## config.mk

```make
export PLATFORM = sky130hd
export DESIGN_NAME = fifo_queue_rotate_to_max
export DESIGN_NICKNAME = d
export VERILOG_FILES = /design/src/hw/rtl/fqrm_pkg.sv /design/src/hw/rtl/fifo_queue_rotate_to_max.sv /design/src/hw/rtl/fqrm_ram.sv
export VERILOG_INCLUDE_DIRS = /design/src /design/src/hw/rtl
export SDC_FILE = /design/constraint.sdc
export NUM_CORES = 1
export LEC_CHECK = 0
export BUFFER_PORTS_ARGS = -buffer_cell sky130_fd_sc_hd__buf_2
export CELL_PAD_IN_SITES_DETAIL_PLACEMENT = 2
export CELL_PAD_IN_SITES_GLOBAL_PLACEMENT = 2
export CORE_ASPECT_RATIO = 1.75
export CORE_UTILIZATION = 49
export CTS_CLUSTER_DIAMETER = 150
export DETAILED_ROUTE_END_ITERATION = 10
export GPL_ROUTABILITY_DRIVEN = 0
export PLACE_DENSITY_LB_ADDON = 0.1
export SYNTH_ARGS = -nofsm -noshare
export SYNTH_HDL_FRONTEND = slang
export SYNTH_SLANG_ARGS = --single-unit
```

## constraint.sdc

```tcl
create_clock -name clk -period 4.35 [get_ports clk]
set_input_delay 0.2175 -clock clk [delete_from_list [all_inputs] [get_ports clk]]
set_output_delay 0.2175 -clock clk [all_outputs]
set_load 0.05 [all_outputs]
```

## src/hw/rtl/fifo_queue_rotate_to_max_macros.svh

```systemverilog
// Assertion helpers used by the queue RTL.
`ifndef FIFO_QUEUE_ROTATE_TO_MAX_MACROS_SVH
`define FIFO_QUEUE_ROTATE_TO_MAX_MACROS_SVH

// Same-cycle implication, masked during reset.
`define FQR_ASSERT_NOW(label, clk, rst_n, ante, cons, msg) \
  label: assert property (@(posedge clk) disable iff (!rst_n) (ante) |-> (cons)) \
    else $error(msg);

// Next-cycle implication, masked during reset.
`define FQR_ASSERT_NEXT(label, clk, rst_n, ante, cons, msg) \
  label: assert property (@(posedge clk) disable iff (!rst_n) (ante) |=> (cons)) \
    else $error(msg);

`endif

```

## src/hw/rtl/fqrm_pkg.sv

```systemverilog
package fqrm_pkg;

  localparam int QUEUE_DEPTH = 16;
  localparam int PTR_W       = (QUEUE_DEPTH > 1) ? $clog2(QUEUE_DEPTH) : 1;
  localparam int CNT_W       = $clog2(QUEUE_DEPTH + 1);
  localparam int DATA_W      = 32;
  localparam int ENTRY_W     = 5;

  typedef enum logic [2:0] {
    ACT_INSERT = 3'd0,
    ACT_PEEK   = 3'd1,
    ACT_POP    = 3'd2,
    ACT_ROTATE = 3'd3,
    ACT_CLEAR  = 3'd4
  } action_t;

  typedef enum logic [1:0] {
    ST_OK    = 2'd0,
    ST_EMPTY = 2'd1,
    ST_FULL  = 2'd2
  } status_t;

  typedef struct packed {
    logic [2:0]               action;
    logic signed [DATA_W-1:0] value;
  } fqrm_req_t;

  typedef struct packed {
    status_t                  status;
    logic signed [DATA_W-1:0] head_value;
    logic [ENTRY_W-1:0]       entry_count;
  } fqrm_rsp_t;

endpackage

```

## src/hw/rtl/fifo_queue_rotate_to_max.sv

```systemverilog
// Bounded FIFO of signed 32-bit values kept in a ring buffer of QUEUE_DEPTH
// entries. One request on the in_ channel carries a command (insert, peek,
// pop, rotate-largest-to-head, clear) and a value; every request yields one
// response on the out_ channel: status, head value after the command (zero
// when empty) and entry count.
// Flow: insert, peek, pop, clear and unknown commands pass from the
// accepting edge through S_HEAD_RD and S_HEAD_WAIT to out_valid. Rotate
// first scans the queue through the single read port of the ring RAM, one
// entry per cycle, comparing each against the running maximum, and then
// reads the new head. The RAM read port sets the pace; the block takes one
// request at a time and in_ready is low while one is in flight. in_ready
// returns in the same cycle as the response is loaded.
// Rotation only moves the head pointer, cyclic order is kept; ties go to the
// entry closest to the head.
// Reset (rst_n low, synchronous) empties the queue and drops any pending
// response; ring contents are left as they are.
// The response sits in an output register: when the receiver stalls, the
// next request is still accepted and worked on, and its response waits
// in the final step until the register frees up.
module fifo_queue_rotate_to_max
  import fqrm_pkg::*;
(
  input  logic      clk,
  input  logic      rst_n,
  input  logic      in_valid,
  output logic      in_ready,
  input  fqrm_req_t in_req,
  output logic      out_valid,
  input  logic      out_ready,
  output fqrm_rsp_t out_rsp
);

  `include "fifo_queue_rotate_to_max_macros.svh"

  typedef enum logic [1:0] {
    S_IDLE,
    S_SCAN,
    S_HEAD_RD,
    S_HEAD_WAIT
  } state_t;

  localparam logic [PTR_W:0] DEPTH_WIDE = (PTR_W + 1)'(QUEUE_DEPTH);
  localparam logic [CNT_W-1:0] DEPTH_CNT = CNT_W'(QUEUE_DEPTH);

  function automatic logic [PTR_W-1:0] wrap_add(input logic [PTR_W-1:0] base,
                                                input logic [PTR_W-1:0] off);
    logic [PTR_W:0] sum;
    sum = {1'b0, base} + {1'b0, off};
    if (sum >= DEPTH_WIDE) begin
      sum = sum - DEPTH_WIDE;
    end
    return sum[PTR_W-1:0];
  endfunction

  state_t                   state_r, state_nxt;
  logic [PTR_W-1:0]         head_r, head_nxt;
  logic [CNT_W-1:0]         occ_r, occ_nxt;
  status_t                  status_r, status_nxt;
  // scan bookkeeping
  logic [CNT_W-1:0]         iss_r, iss_nxt;      // next offset to read
  logic                     pend_r, pend_nxt;    // read data arrives this cycle
  logic [PTR_W-1:0]         pend_off_r, pend_off_nxt;
  logic [PTR_W-1:0]         best_r, best_nxt;
  logic signed [DATA_W-1:0] max_r, max_nxt;
  // response register
  logic                     out_valid_r, out_valid_nxt;
  fqrm_rsp_t                out_rsp_r, out_rsp_nxt;

  logic                     ram_we;
  logic [PTR_W-1:0]         ram_waddr;
  logic [PTR_W-1:0]         ram_raddr;
  logic [DATA_W-1:0]        ram_rdata;

  fqrm_ram #(
    .WIDTH (DATA_W),
    .DEPTH (QUEUE_DEPTH)
  ) u_ring (
    .clk   (clk),
    .we    (ram_we),
    .waddr (ram_waddr),
    .wdata (in_req.value),
    .raddr (ram_raddr),
    .rdata (ram_rdata)
  );

  assign in_ready  = (state_r == S_IDLE);
  assign out_valid = out_valid_r;
  assign out_rsp   = out_rsp_r;

  assign ram_waddr = wrap_add(head_r, occ_r[PTR_W-1:0]);
  assign ram_raddr = (state_r == S_SCAN) ? wrap_add(head_r, iss_r[PTR_W-1:0]) : head_r;

  always_comb begin
    state_nxt     = state_r;
    head_nxt      = head_r;
    occ_nxt       = occ_r;
    status_nxt    = status_r;
    iss_nxt       = iss_r;
    pend_nxt      = pend_r;
    pend_off_nxt  = pend_off_r;
    best_nxt      = best_r;
    max_nxt       = max_r;
    out_valid_nxt = out_valid_r;
    out_rsp_nxt   = out_rsp_r;
    ram_we        = 1'b0;

    if (out_valid_r && out_ready) begin
      out_valid_nxt = 1'b0;
    end

    unique case (state_r)
      S_IDLE: begin
        if (in_valid) begin
          status_nxt = ST_OK;
          state_nxt  = S_HEAD_RD;
          unique case (in_req.action)
            ACT_INSERT: begin
              if (occ_r >= DEPTH_CNT) begin
                status_nxt = ST_FULL;
              end else begin
                ram_we  = 1'b1;
                occ_nxt = occ_r + 1'b1;
              end
            end
            ACT_PEEK: begin
              if (occ_r == '0) begin
                status_nxt = ST_EMPTY;
              end
            end
            ACT_POP: begin
              if (occ_r == '0) begin
                status_nxt = ST_EMPTY;
              end else begin
                head_nxt = wrap_add(head_r, PTR_W'(1));
                occ_nxt  = occ_r - 1'b1;
              end
            end
            ACT_ROTATE: begin
              if (occ_r == '0) begin
                status_nxt = ST_EMPTY;
              end else begin
                iss_nxt   = '0;
                pend_nxt  = 1'b0;
                best_nxt  = '0;
                state_nxt = S_SCAN;
              end
            end
            ACT_CLEAR: begin
              head_nxt = '0;
              occ_nxt  = '0;
            end
            default: begin
            end
          endcase
        end
      end

      S_SCAN: begin
        // issue one read per cycle, compare the one that came back
        if (iss_r < occ_r) begin
          iss_nxt      = iss_r + 1'b1;
          pend_nxt     = 1'b1;
          pend_off_nxt = iss_r[PTR_W-1:0];
        end else begin
          pend_nxt = 1'b0;
        end
        if (pend_r) begin
          if (pend_off_r == '0 || $signed(ram_rdata) > max_r) begin
            max_nxt  = $signed(ram_rdata);
            best_nxt = pend_off_r;
          end
        end
        if (!pend_r && iss_r == occ_r) begin
          head_nxt  = wrap_add(head_r, best_r);
          state_nxt = S_HEAD_RD;
        end
      end

      S_HEAD_RD: begin
        state_nxt = S_HEAD_WAIT;
      end

      S_HEAD_WAIT: begin
        if (!out_valid_r || out_ready) begin
          out_valid_nxt           = 1'b1;
          out_rsp_nxt.status      = status_r;
          out_rsp_nxt.head_value  = (occ_r == '0) ? '0 : $signed(ram_rdata);
          out_rsp_nxt.entry_count = ENTRY_W'(occ_r);
          state_nxt               = S_IDLE;
        end
      end

      default: begin
        state_nxt = S_IDLE;
      end
    endcase
  end

  always_ff @(posedge clk) begin
    if (!rst_n) begin
      state_r     <= S_IDLE;
      head_r      <= '0;
      occ_r       <= '0;
      pend_r      <= 1'b0;
      iss_r       <= '0;
      out_valid_r <= 1'b0;
    end else begin
      state_r     <= state_nxt;
      head_r      <= head_nxt;
      occ_r       <= occ_nxt;
      pend_r      <= pend_nxt;
      iss_r       <= iss_nxt;
      out_valid_r <= out_valid_nxt;
    end
    status_r   <= status_nxt;
    pend_off_r <= pend_off_nxt;
    best_r     <= best_nxt;
    max_r      <= max_nxt;
    out_rsp_r  <= out_rsp_nxt;
  end

  `FQR_ASSERT_NOW(a_occ_bound, clk, rst_n, 1'b1, occ_r <= DEPTH_CNT,
    "occupancy above queue depth")
  `FQR_ASSERT_NOW(a_scan_range, clk, rst_n, state_r == S_SCAN,
    occ_r != '0 && iss_r <= occ_r, "rotate scan on empty queue or past tail")
  `FQR_ASSERT_NOW(a_rsp_count, clk, rst_n, $rose(out_valid_r),
    out_rsp_r.entry_count == ENTRY_W'(occ_r), "response count differs from occupancy")
  `FQR_ASSERT_NOW(a_full_status, clk, rst_n, $rose(out_valid_r) && out_rsp_r.status == ST_FULL,
    occ_r == DEPTH_CNT, "full status while queue not full")
  `FQR_ASSERT_NOW(a_empty_head, clk, rst_n, out_valid_r && out_rsp_r.entry_count == '0,
    out_rsp_r.head_value == '0, "empty queue reports nonzero head")

endmodule

```

## src/hw/rtl/fqrm_ram.sv

```systemverilog
module fqrm_ram #(
  parameter int WIDTH = 32,
  parameter int DEPTH = 16,
  localparam int AW   = (DEPTH > 1) ? $clog2(DEPTH) : 1
) (
  input  logic             clk,
  input  logic             we,
  input  logic [AW-1:0]    waddr,
  input  logic [WIDTH-1:0] wdata,
  input  logic [AW-1:0]    raddr,
  output logic [WIDTH-1:0] rdata
);

  logic [WIDTH-1:0] mem [DEPTH];
  logic [WIDTH-1:0] rdata_r;

  always_ff @(posedge clk) begin
    if (we) begin
      mem[waddr] <= wdata;
    end
    rdata_r <= mem[raddr];
  end

  assign rdata = rdata_r;

endmodule
```

; Yosys cells after proc, flatten, opt, wreduce, memory -nomap -nowiden
; Memory sizes are Yosys's and may differ from the RTL's. A register that Yosys moved wholly into a read port is not among the register bits.
; Index checks and enable logic that the tools add are counted.
[op_classes]
addsub = 11
magnitude_cmp = 7
eq_ne = 20
muxes = 47
n_reduce_logical = 23
[ops]
columns = op, n
row1 = $mux W4, 13
row2 = $gt A32 B32 Y1, 1
row3 = $mux W5, 6
row4 = $ge A5 B5 Y1 const B, 5
row5 = $pmux W4 S2, 3
row6 = $sub A4 B1 Y4 const B, 4
row7 = $add A4 B4 Y5, 3
row8 = $pmux W5 S3, 1
row9 = $reduce_and A5 Y1, 3
row10 = $mux W1, 14
row11 = $mux W2, 6
row12 = $ne A2 B2 Y1 const B, 6
row13 = $add A5 B1 Y5 const B, 2
row14 = $pmux W5 S2, 1
row15 = $ne A2 B1 Y1 const B, 4
row16 = $pmux W2 S4, 1
row17 = $eq A3 B2 Y1 const B, 2
row18 = $reduce_and A2 Y1, 3
row19 = $reduce_and A3 Y1, 2
row20 = $reduce_and A6 Y1, 1
row21 = $add A4 B1 Y5 const B, 1
row22 = $eq A5 B5 Y1, 1
row23 = $logic_not A5 Y1, 1
row24 = $lt A5 B5 Y1, 1
row25 = other kinds (19), 23
[word_totals]
register_bits = 99
ram_bits = 512
out_inout_bits = 41
word_cells = 122
n_memories = 1
[memory_table]
columns = name, words, width, read_ports, rd_ports_with_merged_regs, wr, line_no
row1 = u_ring.mem, 16, 32, 1, 1, 1, fqrm_ram.sv:14  ; logic [WIDTH-1:0] mem [DEPTH];

; Logic depth before layout (Yosys ltp)
[depth]
word_depth = 7
ltp_mapped = 11
depth_no_buf = 9

; Modules after synthesis
; A second synthesis with hierarchy kept.
[unflattened]
cells_unflattened = 1284
area_unflattened_um2 = 25125.3
[modules_own_cells]
columns = mod, instances, cells_per_inst, area_each_um2
row1 = fqrm_ram, 1, 838, 19854.0
row2 = fifo_queue_rotate_to_max, 1, 446, 5271.3

; Least setup slack after synthesis
; OpenSTA, ideal clock, no wires.
[synth_path]
kind = flip-flop to flip-flop
start = reg state_r[0]
end = mem u_ring.mem[4][0], enable pin
arrival_ns = 3.499
required_time_ns = 3.929
setup_slack_ns = 0.430
path_stages_with_launch = 9
synth_period_minus_slack_ns = 3.920
path_cell_list = dfxtp_1 -> inv_1 -> ha_1 -> clkbuf_1 -> nand2_1 -> inv_1 -> and4_1 -> or3b_2 -> nor2_1
[synth_via]
elab_chain_cells = 4
[synth_rtl]
columns = item, line_no
row1 = "start, declared", fifo_queue_rotate_to_max.sv:55  ; state_t state_r, state_nxt;
row2 = "start signal, assigned", fifo_queue_rotate_to_max.sv:208  ; state_r <= state_nxt;
row3 = $logic_not A2 Y1, -
row4 = named net in_ready, fifo_queue_rotate_to_max.sv:26  ; output logic in_ready,
row5 = $mux W1, fifo_queue_rotate_to_max.sv:111  ; unique case (state_r)
row6 = $mux W1, fqrm_ram.sv:18  ; if (we) begin
row7 = $mux W1 (not written as such), fqrm_ram.sv:19  ; mem[waddr] <= wdata;
row8 = "end, declared", fqrm_ram.sv:14
; The timed path passes the listed nets, and every way through them passes these cells.

; Final worst setup path
[layout_path]
start = reg head_r[0]
end = reg u_ring.rdata_r[18], in the netlist u_ring.rdata[18], read port of u_ring.mem
[layout_via]
elab_chain_cells = 4
word_cells_on_any_way = 5
cone_classes = add/sub (2) / order compare (1) / mux (2)
[layout_rtl]
columns = item, line_no
row1 = "start, declared", fifo_queue_rotate_to_max.sv:56  ; logic [PTR_W-1:0] head_r, head_nxt;
row2 = "start signal, assigned", fifo_queue_rotate_to_max.sv:209  ; head_r <= head_nxt;
row3 = $add A4 B4 Y5, fifo_queue_rotate_to_max.sv:48  ; sum = {1'b0, base} + {1'b0, off};
row4 = $sub A4 B1 Y4 / $ge A5 B5 Y1 (equally long branches), "fifo_queue_rotate_to_max.sv:50, fifo_queue_rotate_to_max.sv:49"
row5 = $mux W4, fifo_queue_rotate_to_max.sv:49  ; if (sum >= DEPTH_WIDE) begin
row6 = $mux W4 *, fifo_queue_rotate_to_max.sv:91  ; assign ram_raddr = (state_r == S_SCAN) ? wrap_add(head_r, iss_r[PTR_W-1:0]) : head_r;
row7 = "end, declared", fqrm_ram.sv:15  ; logic [WIDTH-1:0] rdata_r;
; Mark *: on every way between the ends. The rest lies on a longest branch, timed or not.
; A chain may end at the register's enable or synchronous reset.

==> impl_metrics.py <==
metrics = {
    "detailed_routing": {
        "route.antenna.remaining_nets": 0,
        "route.detailed.drc": 0,
        "routedWlPerCell_um": 32.1,
        "drt_first_iter_violations": 953,
        "first_pass_iters": 5,
        "vias_per_cell": 5.99,
        "wl_um": 69500,
        "routed-via-count": 13000,
    },
    "floorplanning": {
        "fp.coreArea_mm2": 0.0513,
        "die_w_um": 174,
        "core.rowCount": 110,
        "chipHeight_um": 303,
        "dieArea_mm2": 0.0528,
        "ios": 80,
        "starting_density": 0.494,
    },
    "power": {
        "power_density_mw_per_mm2": 501,
        "irDropWorstVdd_mv": 0.522,
        "p_leak_nw": 10.3,
    },
    "clocking": {
        "clk_pin_slew_ns": 0.07,
        "clock_tree.root_cell": "clkbuf_16",
        "cts_hold_buffers": 35,
        "clock_tree.buffer_depth": 3,
        "cts_post_setup_buffers_inserted": 0,
        "numCtsBuffers": 59,
        "postCtsResizedCells": 0,
        "cts_num_sinks": 643,
        "clock_insertion_delay_worst_skew_ns": 0.63,
        "tritoncts_clock_tree": "yes",
        "clock_tree.htree_level_count": 2,
    },
    "synthesis": {
        "syn-mean-instance-area_um2": 19.8,
        "netlist_instances": 1279,
        "synthDistinctLibCells": 60,
        "yosys_warnings": 0,
        "synth-edff-count": 593,
        "ys_ff_latch": 643,
        "dominantRegCellSynth": "edfxtp_1",
        "mapped_area_mm2": 0.0254,
        "post_synth_net_total": 1377,
        "ys_async_rst_share": 0,
        "synth_sequential_area_ratio": 0.741,
    },
    "placement": {
        "hpwlAfterDp_um": 41300,
        "placed_instances": 2016,
        "io_buffers": 79,
        "pre_cts_ws_ns": 0.777,
        "dpl-instance-area_mm2": 0.0270,
    },
    "sta": {
        "finalWorstPathRequiredPeriod_ns": 3.50,
        "worst_slew_margin_rel": 0.342,
        "report.final.slew_viol_count": 0,
        "tightest_slew_ns": 0.981,
        "holdWs_ns": 0.0659,
        "layout_worst_path_cycle_share": 0.805,
        "hold_viol": 0,
        "fin_tns_setup_ns": 0,
        "post-route-worst-setup-slack_ns": 0.850,
        "setup_viol": 0,
        "setup_repair_after_global_routing_missed_its_margin": "no",
        "fmax_ghz": 0.286,
        "clock_skew_ns": 0.0325,
    },
    "cells_and_area": {
        "num-nets-final": 1538,
        "post_route_cells_drive_above_1_share": 0.248,
        "syn2layout_area_growth_pct": 15.5,
        "antennaDiodeCount": 0,
        "num-fill-cells": 4185,
        "final_cell_area_mm2": 0.0293,
        "layout.cells.non_filler": 2163,
    },
    "grt": {
        "grt_antenna_before_repair": 4,
        "grt_pass1_vias": 14800,
        "grt_first_pass_wirelength_um": 101000,
        "groute.layer.met2.usage": 0.510,
        "grt_util_met3": 0.0325,
        "globalRoute.busiestLayer": "met2",
        "maximum_number_of_pins_on_one_net_before_global_route_repair": 53,
        "grt_util_met1": 0.316,
        "grt_overflow_total": 0,
        "globalRouteTotalUtil": 0.272,
    },
    "critical_path": {
        "timing.critical_path.to_type": "register",
        "timing.critical_path.arrival_ns": 3.94,
        "required_ns": 4.79,
        "worst-path-max-fanout": 26,
        "worstSetupPathType": "reg -> reg",
        "timing.critical_path.from_type": "register",
        "reg2reg_setup_slack_ns": 0.85,
    },
    "run_status": {
        "outcome": "completed",
    },
    "min_path": {
        "worstHoldPathType": "in -> reg",
    },
    "job": {
        "maxCapViolations": 0,
    },
}
## cell type report
type	instances	area [um2]	area share
timing repair buffer	148	1110	0.0380
multi-input combinational	537	6360	0.217
inverter	51	191	0.00653
clock buffer	77	1630	0.0554
tap	672	841	0.0287
clock inverter	35	385	0.0131
sequential	643	18800	0.641
## sequential cells by signal (all words and copies together) (netlist names), 4 cells and up
signal        count
iss_r             5
occ_r             5
pend_off_r        4
out_rsp          39
head_r            4
max_r            32
u_ring.rdata     32
u_ring.mem      512
best_r            4
## critical path, cell delays in order (launching register included)
cell,delay [ns]
dfxtp_1,0.59
ha_1,0.27
inv_1,0.06
fa_1,0.37
xor2_1,0.14
nor2_1,0.08
a21oi_4,0.61
buf_12,0.31
mux4_2,0.23
mux2i_1,0.10
mux2i_1,0.54
## Yosys cell counts, types with 2 or more instances
cell type	number	area, um2
or4_4	2	22.5
o22ai_1	3	18.8
edfxtp_1	593	17800
a211o_1	2	17.5
xnor2_1	10	87.6
buf_1	14	52.6
and2_1	36	225
o21ai_0	8	40.0
a21boi_0	4	30.0
nor3b_1	4	30.0
nor3_1	8	40.0
or4_1	3	22.5
mux2i_1	100	1000
dfxtp_1	50	1000
nand3b_1	3	22.5
ha_1	55	688
nor4_1	2	12.5
inv_1	51	191
clkbuf_1	13	48.8
fa_1	4	80.1
xor2_1	4	35.0
nand2_1	26	97.6
a211oi_1	4	30.0
a21o_1	8	60.1
nor2_1	37	139
mux4_2	128	2880
o211ai_1	2	15.0
o31ai_1	2	15.0
o21a_1	2	15.0
a21oi_1	31	155
a221oi_1	2	17.5
nand4_1	7	43.8
and2b_1	2	15.0
nand2b_1	3	18.8
nor2b_1	4	25.0
nand3_1	6	30.0
or3_1	3	18.8
buf_2	20	100
or3b_2	2	17.5
## layout by cell type, fill, tap and decap left out, types with 6 or more instances in the layout
cell,netlist,final
a21o_1,8,8
a21oi_1,31,30
and2_1,36,36
buf_12,0,9
buf_2,20,79
buf_4,1,25
bufinv_16,0,7
clkbuf_1,13,11
clkbuf_16,0,60
clkbuf_8,0,6
clkinv_1,0,7
clkinv_2,0,12
dfxtp_1,50,50
dlygate4sd3_1,0,35
edfxtp_1,593,593
ha_1,55,55
inv_1,51,51
mux2i_1,100,99
mux4_2,128,128
nand2_1,26,26
nand3_1,6,6
nand4_1,7,7
nor2_1,37,20
nor2_4,0,17
nor3_1,8,7
o21ai_0,8,7
xnor2_1,10,9
## path summary, 6_finish.rpt
path,to,startpoint,depth (start not counted)
hold / removal,status_r[0],in_req[33],3
hold reg to reg,out_rsp[38],status_r[1],0
setup reg to reg,u_ring.rdata[18],head_r[0],10
setup / recovery,u_ring.rdata[18],head_r[0],10
## per-stage QoR
stage | util | power, mW
after global routing | 0.571 | 15.1
after floorplan | - | 8.57
after detailed placement | 0.525 | 9.36
after CTS | 0.571 | 14.8
after global placement | 0.525 | 9.24
final | 0.571 | 14.7
## power breakdown
group          switching, mW  leakage, nW  total [mW]  internal, mW
Clock                   2.39        0.979        5.45          3.06
Combinational           1.19         3.55        2.12         0.933
Sequential             0.179         5.78        7.12          6.94
Total                   3.75         10.3        14.7          10.9
## layer usage
layer	vias up	wire [um]
li1	5450	-
met5	-	0
met1	6935	25900
met3	153	2940
met4	0	2830
met2	418	37800
## cells by family (layout without fill, tap and decap cells)
family	count (synthesis)	after routing	share of synthesized area
XOR/XNOR	14	14	0.00483
multiplexers	230	230	0.154
AO/OA/AOI/OAI	79	79	0.0209
flip-flops	643	643	0.741
adder cells (fa/ha/maj)	59	59	0.0303
buffers and inverters	99	311	0.0158
AND/OR/NAND/NOR	155	155	0.0332
No activity file was read; power rests on OpenSTA's default activity.
